## src/hw/rtl/dmtv_pkg.sv

```systemverilog
`timescale 1ns / 1ps
// ----------------------------------------------------------------------------
// dmtv_pkg: shared types and constants of the display mode timing validator
// Beat structs, reason codes, register indexes and divider constants.
// ----------------------------------------------------------------------------
package dmtv_pkg;

  localparam int unsigned PipeDepth = 6;

  typedef enum logic [2:0] {
    RSN_OK          = 3'd0,
    RSN_HSYNC_ORDER = 3'd1,
    RSN_HTOTAL      = 3'd2,
    RSN_VSYNC_ORDER = 3'd3,
    RSN_VTOTAL      = 3'd4,
    RSN_REFRESH     = 3'd5,
    RSN_LINE_RATE   = 3'd6,
    RSN_FRAME_RATE  = 3'd7
  } reason_t;

  typedef enum logic [2:0] {
    REG_RANGE_EN = 3'd0,
    REG_LINE_MIN = 3'd1,
    REG_LINE_MAX = 3'd2,
    REG_FRAME_MIN = 3'd3,
    REG_FRAME_MAX = 3'd4
  } reg_index_t;

  localparam logic [29:0] RECIP_125  = 30'd549755813; // floor(2^36 / 125)
  localparam logic [9:0]  SCALE_KHZ  = 10'd1000;
  localparam logic [5:0]  REFRESH_LO = 6'd30;
  localparam logic [7:0]  REFRESH_HI = 8'd251;        // one above 250 Hz

  typedef struct packed {
    logic [19:0] pixel_clock_khz;
    logic [15:0] h_active;
    logic [15:0] h_sync_begin;
    logic [15:0] h_sync_finish;
    logic [15:0] h_period;
    logic [15:0] v_active;
    logic [15:0] v_sync_begin;
    logic [15:0] v_sync_finish;
    logic [15:0] v_period;
  } item_t;

  typedef struct packed {
    logic       accepted;
    logic [2:0] reject_reason;
  } result_t;

  // control beat handed from cell to cell
  typedef struct packed {
    logic    valid;
    reason_t reason;
  } beat_t;

endpackage

```

## src/hw/rtl/display_mode_timing_validator.sv

```systemverilog
`timescale 1ns / 1ps
// ----------------------------------------------------------------------------
// display_mode_timing_validator: modeline range check
// Six-cell chain checking sync order, totals, refresh, line and frame rate.
// ----------------------------------------------------------------------------
// A modeline is taken on every cycle (busy stays low) and its verdict appears
// on result with result_valid once it has passed the six registered check
// cells, one result per modeline, in order. The cells are, in order: product
// terms, constant scaling, the refresh compare, the divide-by-1000
// correction, the frame bound products and the final frame compare. Results
// cannot be held off; capture them in the cycle they are shown. Write the
// registers only while no modeline is in flight.
module display_mode_timing_validator (
  input  logic              clk,
  input  logic              rst,
  input  logic              start,
  output logic              busy,
  input  dmtv_pkg::item_t   item,
  output logic              result_valid,
  output dmtv_pkg::result_t result,
  input  logic              cfg_we,
  input  logic [2:0]        cfg_index,
  input  logic [7:0]        cfg_data
);
  import dmtv_pkg::*;

  logic       range_en;
  logic [7:0] line_min, line_max, frame_min, frame_max;

  always_ff @(posedge clk) begin
    if (rst) begin
      range_en  <= 1'b0;
      line_min  <= 8'd0;
      line_max  <= 8'd255;
      frame_min <= 8'd0;
      frame_max <= 8'd255;
    end else if (cfg_we) begin
      case (cfg_index)
        REG_RANGE_EN:  range_en  <= cfg_data[0];
        REG_LINE_MIN:  line_min  <= cfg_data;
        REG_LINE_MAX:  line_max  <= cfg_data;
        REG_FRAME_MIN: frame_min <= cfg_data;
        REG_FRAME_MAX: frame_max <= cfg_data;
        default: ;
      endcase
    end
  end

  assign busy = 1'b0;

  beat_t   beat [PipeDepth+1];
  logic    fail [PipeDepth];
  reason_t code [PipeDepth];

  // stage 0: order checks and first products
  reason_t     early;
  logic [31:0] area0;
  logic [29:0] p1000_0;
  logic [8:0]  lhi_f, llo_f;
  logic [24:0] lhi0;
  logic [23:0] llo0;

  always_comb begin
    if (item.h_sync_begin > item.h_sync_finish)   early = RSN_HSYNC_ORDER;
    else if (item.h_period < item.h_active)       early = RSN_HTOTAL;
    else if (item.v_sync_begin > item.v_sync_finish) early = RSN_VSYNC_ORDER;
    else if (item.v_period < item.v_active)       early = RSN_VTOTAL;
    else                                          early = RSN_OK;
  end

  assign area0   = item.h_period * item.v_period;
  assign p1000_0 = 30'(item.pixel_clock_khz) * 30'(SCALE_KHZ);
  assign lhi_f   = 9'(line_max) + 9'd2;
  assign llo_f   = (line_min == 8'd0) ? 9'd0 : 9'(line_min) - 9'd1;
  assign lhi0    = 25'(lhi_f) * 25'(item.h_period);
  assign llo0    = 24'(llo_f[7:0]) * 24'(item.h_period);

  assign beat[0].valid  = start & ~busy;
  assign beat[0].reason = RSN_OK;
  assign fail[0] = (early != RSN_OK);
  assign code[0] = early;

  logic [19:0] pclk1;
  logic [31:0] area1;
  logic [29:0] p1000_1;
  logic [24:0] lhi1;
  logic [23:0] llo1;
  always_ff @(posedge clk) begin
    pclk1 <= item.pixel_clock_khz;
    area1 <= area0;
    p1000_1 <= p1000_0;
    lhi1 <= lhi0;
    llo1 <= llo0;
  end

  // stage 1: refresh bounds, reciprocal estimate, line rate verdict
  logic [36:0] rlo1;
  logic [39:0] rhi1;
  logic [58:0] xm1;
  logic        lfail1;
  assign rlo1   = 37'(area1) * 37'(REFRESH_LO);
  assign rhi1   = 40'(area1) * 40'(REFRESH_HI);
  assign xm1    = 59'(area1[31:3]) * 59'(RECIP_125);
  assign lfail1 = range_en &&
                  ((25'(pclk1) >= lhi1) || (24'(pclk1) < llo1));
  assign fail[1] = 1'b0;
  assign code[1] = RSN_OK;

  logic [19:0] pclk2;
  logic [31:0] area2;
  logic [29:0] p1000_2;
  logic [36:0] rlo2;
  logic [39:0] rhi2;
  logic [21:0] q2;
  logic        lfail2;
  always_ff @(posedge clk) begin
    pclk2 <= pclk1;
    area2 <= area1;
    p1000_2 <= p1000_1;
    rlo2 <= rlo1;
    rhi2 <= rhi1;
    q2 <= xm1[57:36];
    lfail2 <= lfail1;
  end

  // stage 2: refresh verdict
  assign fail[2] = (area2 == 32'd0) || (37'(p1000_2) < rlo2) ||
                   (40'(p1000_2) >= rhi2);
  assign code[2] = RSN_REFRESH;

  logic [19:0] pclk3;
  logic [28:0] x3;
  logic [21:0] q3;
  logic        lfail3;
  always_ff @(posedge clk) begin
    pclk3 <= pclk2;
    x3 <= area2[31:3];
    q3 <= q2;
    lfail3 <= lfail2;
  end

  // stage 3: correct the quotient estimate, line verdict
  logic [28:0] rem3;
  logic [21:0] fd3;
  assign rem3 = x3 - 29'(q3) * 29'd125;
  assign fd3  = (rem3 >= 29'd125) ? q3 + 22'd1 : q3;
  assign fail[3] = lfail3;
  assign code[3] = RSN_LINE_RATE;

  logic [19:0] pclk4;
  logic [21:0] fd4;
  always_ff @(posedge clk) begin
    pclk4 <= pclk3;
    fd4 <= fd3;
  end

  // stage 4: frame bound products, zero divisor
  logic [8:0]  fhi_f, flo_f;
  logic [30:0] fhi4;
  logic [29:0] flo4;
  assign fhi_f = 9'(frame_max) + 9'd2;
  assign flo_f = (frame_min == 8'd0) ? 9'd0 : 9'(frame_min) - 9'd1;
  assign fhi4  = 31'(fhi_f) * 31'(fd4);
  assign flo4  = 30'(flo_f[7:0]) * 30'(fd4);
  assign fail[4] = range_en && (fd4 == 22'd0);
  assign code[4] = RSN_FRAME_RATE;

  logic [19:0] pclk5;
  logic [30:0] fhi5;
  logic [29:0] flo5;
  always_ff @(posedge clk) begin
    pclk5 <= pclk4;
    fhi5 <= fhi4;
    flo5 <= flo4;
  end

  // stage 5: frame verdict
  assign fail[5] = range_en && ((31'(pclk5) >= fhi5) || (30'(pclk5) < flo5));
  assign code[5] = RSN_FRAME_RATE;

  for (genvar i = 0; i < PipeDepth; i++) begin : g_cell
    dmtv_cell u_cell (
      .clk     (clk),
      .rst     (rst),
      .beat_in (beat[i]),
      .fail    (fail[i]),
      .code    (code[i]),
      .beat_out(beat[i+1])
    );
  end

  assign result_valid         = beat[PipeDepth].valid;
  assign result.reject_reason = beat[PipeDepth].reason;
  assign result.accepted      = (beat[PipeDepth].reason == RSN_OK);

  a_latency: assert property (@(posedge clk) disable iff (rst)
    (start && !busy) |-> ##6 result_valid)
    else $error("modeline verdict missing");

  a_no_spurious: assert property (@(posedge clk) disable iff (rst)
    result_valid |-> $past(start && !busy, 6))
    else $error("verdict without modeline");

  a_flag: assert property (@(posedge clk) disable iff (rst)
    result_valid |-> (result.accepted == (result.reject_reason == RSN_OK)))
    else $error("accept flag disagrees with reason");

endmodule

```

## src/hw/rtl/dmtv_cell.sv

```systemverilog
`timescale 1ns / 1ps
// ----------------------------------------------------------------------------
// dmtv_cell: one check cell of the validator chain
// Registers the beat and records its own reason if no earlier cell failed.
// ----------------------------------------------------------------------------
module dmtv_cell (
  input  logic           clk,
  input  logic           rst,
  input  dmtv_pkg::beat_t beat_in,
  input  logic           fail,
  input  dmtv_pkg::reason_t code,
  output dmtv_pkg::beat_t beat_out
);
  import dmtv_pkg::*;

  always_ff @(posedge clk) begin
    if (rst) begin
      beat_out.valid <= 1'b0;
    end else begin
      beat_out.valid <= beat_in.valid;
    end
    // first failing check keeps its reason
    if (beat_in.reason == RSN_OK && fail) begin
      beat_out.reason <= code;
    end else begin
      beat_out.reason <= beat_in.reason;
    end
  end

endmodule

```

## config.mk

```make
export PLATFORM = sky130hd
export DESIGN_NAME = display_mode_timing_validator
export DESIGN_NICKNAME = d
export VERILOG_FILES = /design/src/hw/rtl/dmtv_pkg.sv /design/src/hw/rtl/display_mode_timing_validator.sv /design/src/hw/rtl/dmtv_cell.sv
export SDC_FILE = /design/constraint.sdc
export NUM_CORES = 2
export LEC_CHECK = 0
export BUFFER_PORTS_ARGS = -buffer_cell sky130_fd_sc_hd__buf_2
export CAP_MARGIN = 25
export CORE_MARGIN = 4
export CORE_UTILIZATION = 40
export CTS_BUF_LIST = sky130_fd_sc_hd__clkbuf_8
export CTS_CLUSTER_DIAMETER = 120
export DETAILED_ROUTE_END_ITERATION = 8
export PLACE_DENSITY = 0.53
export SYNTH_ARGS = -nofsm -noshare
export SYNTH_HDL_FRONTEND = slang
export SYNTH_HIERARCHICAL = 1
export SYNTH_SLANG_ARGS = --single-unit
```

## constraint.sdc

```tcl
create_clock -name clk -period 18.6 [get_ports clk]
set_input_delay 1.86 -clock clk [delete_from_list [all_inputs] [get_ports clk]]
set_output_delay 1.86 -clock clk [all_outputs]
set_load 0.1 [all_outputs]
```

# After elaboration in Yosys (flattened, before gate mapping)

Cells that the tools add are included.

Flip-flop bits (word level): 558
Input bits: 163
Logic and storage cells: 103

Magnitude comparators: 11
Reduce and logical (&&, ||, !) cells: 27
Eq/ne operators: 4
Multiply operators: 10
Add/subtract/negate cells: 6
Muxes and demuxes: 7

Operator list:

| operator                                                                             | number |
|---|---|
| 29-bit by 30-bit multiplier with 58-bit output, second input constant                | 1 |
| 30-bit by 40-bit greater-or-equal comparator with 1-bit output                       | 1 |
| 32-bit by 8-bit multiplier with 40-bit output, second input constant                 | 1 |
| 30-bit by 37-bit < comparator with 1-bit output                                      | 1 |
| 32-bit by 4-bit multiplier with 36-bit output, second input constant                 | 1 |
| 16-bit > comparator                                                                  | 2 |
| 32-bit logical NOT                                                                   | 1 |
| 16-bit < comparator                                                                  | 2 |
| 16-bit by 16-bit multiplier with 32-bit output                                       | 1 |
| 20-bit by 31-bit greater-or-equal comparator with 1-bit output                       | 1 |
| 9-bit by 22-bit multiplier with 31-bit output                                        | 1 |
| 20-bit by 30-bit < comparator with 1-bit output                                      | 1 |
| 8-bit by 22-bit multiplier with 30-bit output                                        | 1 |
| 29-bit by 7-bit greater-or-equal comparator with 1-bit output, second input constant | 1 |
| 22-bit by 7-bit multiplier with 29-bit output, second input constant                 | 1 |
| 29-bit subtractor                                                                    | 1 |
| 20-bit by 7-bit multiplier with 27-bit output, second input constant                 | 1 |
| 20-bit by 25-bit greater-or-equal comparator with 1-bit output                       | 1 |
| 9-bit by 16-bit multiplier with 25-bit output                                        | 1 |
| 20-bit by 24-bit < comparator with 1-bit output                                      | 1 |
| 8-bit by 16-bit multiplier with 24-bit output                                        | 1 |
| 22-bit by 1-bit adder with 22-bit output, second input constant                      | 1 |
| 22-bit logical NOT                                                                   | 1 |
| 22-bit two-way mux                                                                   | 1 |
| other kinds (13)                                                                     | 39 |

# Depth between registers and ports, before layout

Word-level depth: 6
Mapped depth: 28

# Cells and area by module

Netlist, hierarchy kept.

Modules (own cells, without submodules):

| module                        | area each (um^2) | cells an instance | seq. area each (um^2) | instances |
|---|---|---|---|---|
| display_mode_timing_validator | 73259.0          | 7630              | 10550.1               | 1 |
| dmtv_cell                     | 136.4            | 11                | 80.1                  | 6 |

# Least setup slack after synthesis

OpenSTA, ideal clock, no wires.

Path kind: input to register
From: input item[76] (netlist name)
To: register area1[31]
Library setup time: 125 ps
Arrival time: 8151 ps
Path slack: 10324 ps
Stages on the path: 25
Path buffers: 1
Required time: 18475 ps
Cells stage by stage: clkbuf_1 nand2_1 fa_1 inv_1 fa_1 inv_1 fa_1 inv_1 fa_1 inv_1 fa_1 inv_1 fa_1 ha_1 a21o_1 a21o_1 a21o_1 a211oi_1 o211ai_1 o41ai_1 o2111ai_1 a21oi_1 o21ai_0 a211oi_1 xnor2_1

Longest elaborated chain between the ends: 1

RTL lines:

| item                                           | RTL line                            | source |
|---|---|---|
| from (decl)                                    | display_mode_timing_validator.sv:18 | `input dmtv_pkg::item_t item,` |
| 16-bit by 16-bit multiplier with 32-bit output | display_mode_timing_validator.sv:71 | `assign area0 = item.h_period * item.v_period;` |
| via area0[31]                                  | display_mode_timing_validator.sv:57 | `logic [31:0] area0;` |
| to (signal assigned)                           | display_mode_timing_validator.sv:90 | `area1 <= area0;` |
| to (decl)                                      | display_mode_timing_validator.sv:84 | `logic [31:0] area1;` |

The timed path passes the listed nets, and every way through them passes these cells.
A chain may end at the register's enable or synchronous reset.

# Final worst setup path

From: input item[73] (netlist name)
To: register area1[31]

Same word-level chain as after synthesis.

==> summary.txt <==
Global route
  – Largest net degree at the start of global routing: 40
  – Global route overflow: 0
  – Initial antenna violation count: 6
  – Number of global-route vias before repair: between 50000 and 60000
  – First-pass GRT wire length: 306600 um
  – GRT Overall Usage: between 20% and 30%

STA
  – Crit path time final: approximately 8.4 ns
  – Worst-Margin Slew: around 1.1 ns
  – Layout Skew: between 0.06 and 0.07 ns
  – Fmax: between 100 and 150 MHz
  – Rel. slew slack: between 20% and 30%
  – WHS: ~0.28 ns
  – RSZ-0062 raised after global routing: false
  – Part of the cycle the worst path needs: between 40 and 50%
  – Final setup fails: 0
  – Final Hold Fails: 0
  – Setup TNS Final: 0 ns
  – Pins Over Slew Limit: 0

Critical path
  – CP dominant cell by count: fa_1
  – Data arrival time of the worst path: approximately 9.0 ns
  – Worst Path Max Fanout: 34
  – Required time at the worst-slack endpoint: roughly 19 ns
  – CP Class: in2reg
  – Slowest cell delay on critical path: 0.58 ns
  – Crit path launch type: input pin
  – Setup crit end kind: register
  – CP max stage cell: buf_2

Drt
  – Initial DRC count: between 2000 and 2500
  – Routed len/inst: roughly 18 um
  – Vias/cell: between 4 and 5
  – Drt pass-1 iters: 5
  – Drt total wl: 188500 um
  – Remaining antenna violation count after routing: 0
  – Vias: 50710
  – DRC Markers: 0

Final layout
  – Register Area: between 0.01 and 0.015 mm2
  – FILL cells: around 18000
  – P&R area growth vs syn: 8.467%
  – Ratio of cells with drive above 1 in the final layout: 5.778%
  – Multi-input gate area: 0.05582 mm2
  – Nets@finish: between 10000 and 15000

Synthesis
  – Synth top area share: 33.81%
  – Number of synthesized flops with an enable pin: 0
  – Post-synth ARST share: 0%
  – Distinct cells, synth: 77
  – Yosys Warn Count: 6
  – Gate Count Post-Synth: ~7700
  – Syn_area_per_cell: between 9 and 10 um2
  – Yosys reg bits: 551
  – Mapped Area: about 0.074 mm2
  – Leading post-synthesis cells by cell area: fa_1, ha_1, dfxtp_1
  – Synth area leader: fa_1
  – Ys flop type: dfxtp_1
  – Post-synthesis sequential area ratio: around 15%

Floorplan
  – Boundary pin count: 169
  – Core area: 0.1837 mm2
  – Cell row count: around 160
  – Die X: roughly 440 um
  – Initial Util: between 40% and 50%
  – Die area: 0.1921 mm2
  – Die Span Y: 438.3 um

CTS
  – CTS tree: done
  – CTS sink count: between 500 and 600
  – CTS clk-pin slew, worst paths: 0.06 ns
  – Post-CTS Resized: 0
  – Clk_lat worst skew: roughly 0.8 ns
  – Max clock buf depth: 3
  – Total CTS buffers: between 90 and 100
  – CTS Root Cell: clkbuf_8
  – Setup bufs post-CTS: 0
  – Hold_buf cts: 0
  – H-tree Lvls: 3

Placed design
  – Post-DP HPWL: ~150000 um
  – IO Port Bufs: around 170
  – GPL Wtd Cong: approximately 0.87

Flow run
  – Max_cap viols: 0

Worst hold path
  – Type of the most critical hold path: reg2reg

Run status
  – Outcome: complete, no violations
## cells in the final DEF, fill, tap and decap left out, drive strengths merged, types with 21 or more instances in the layout
cell type,count
a211o,24
a211oi,37
a21o,137
a21oi,257
a31o,22
and2,375
and3,43
buf,246
clkbuf,109
clkinv,25
conb,24
dfxtp,551
fa,1251
ha,1111
inv,1816
nand2,609
nand2b,93
nand3,80
nand4,47
nor2,152
nor2b,142
nor3,62
nor4,32
o211ai,21
o21a,55
o21ai,134
o21bai,32
xnor2,192
xor2,72
## flip-flops by register name (all words and copies together), names as in the netlist, 24 cells and up
register                flops
area1                      32
area2                      31
fhi5                       31
flo5                       30
g_cell.u_cell/beat_out     24
lhi1                       25
llo1                       24
p1000_1                    25
p1000_2                    25
rhi2                       40
rlo2                       34
x3                         29
## final cells by class
| class | count | area share, % |
|---|---|---|
| Antenna cell | 1 | 0.003114 |
| Clock buffer | 109 | 1.867 |
| Clock inverter | 63 | 0.9094 |
| Inverter | 1794 | 8.381 |
| Multi-Input combinational cell | 5215 | 69.47 |
| Sequential cell | 551 | 13.73 |
| Tap cell | 2464 | 3.837 |
| Timing Repair Buffer | 246 | 1.803 |
## synth_stat cells (all sizes together), types with 134 or more instances
cell,number
a21o,137
a21oi,257
and2,375
clkbuf,153
dfxtp,551
fa,1251
ha,1111
inv,1794
nand2,609
nor2,152
nor2b,142
o21ai,134
xnor2,192
## kinds of logic (layout without fill, tap and decap cells)
group	after synthesis	in the layout	share of synthesized area, %
compound gates	852	852	7.602
xor+xnor	264	264	3.121
buf+inv	1952	2212	9.920
flops	551	551	14.89
other cells	2	25	0.01014
mux	3	3	0.04223
simple gates	1710	1710	11.84
fa+ha+maj	2362	2362	52.57
## path summary, 6_finish.rpt
| path | endpoint | start | slack (ns) | cells after the start |
|---|---|---|---|---|
| max | area1[31] | item[73] | 10.21 | 25 |
| min | q3[19] | q2[19] | 0.28 | 0 |
| max reg2reg | q2[21] | area1[12] | 10.41 | 25 |
| min reg2reg | q3[19] | q2[19] | 0.28 | 0 |
## worst max-delay path, delay by kind of cell
kind                       cells  cell delay, ns
xor gates and xnor gates       1            0.10
adders and majority gates      7            3.30
and+or+nand+nor                1            0.17
buffers and inverters          6            0.83
AOI/OAI and AO/OA             10            2.73
## layer usage
metal / vias to the layer above / track usage [%] / wire length, um
met4: 2 / 3.908 / 3364
met2: 856 / 32.64 / 85690
met5: - / 0 / 12
met3: 189 / 2.527 / 7762
li1: 24360 / - / -
met1: 25300 / 29.03 / 91670
## per-stage QoR
| step | util (%) | instance area, um2 | setup slack, ns | instances |
|---|---|---|---|---|
| after global routing | 43.75 | 80350 | 9.823 | 10440 |
| after CTS | 43.73 | 80320 | 10.28 | 10440 |
| after floorplan | - | 74160 | 10.32 | 7718 |
| after detailed placement | 42.52 | 78090 | 9.428 | 10270 |
| final | 43.75 | 80350 | 10.21 | 10440 |
| after global placement | 42.52 | 78090 | 9.465 | 10270 |
Power is not shown: default switching activity piles up to over one toggle a cycle in this logic, so the estimate is an artifact.
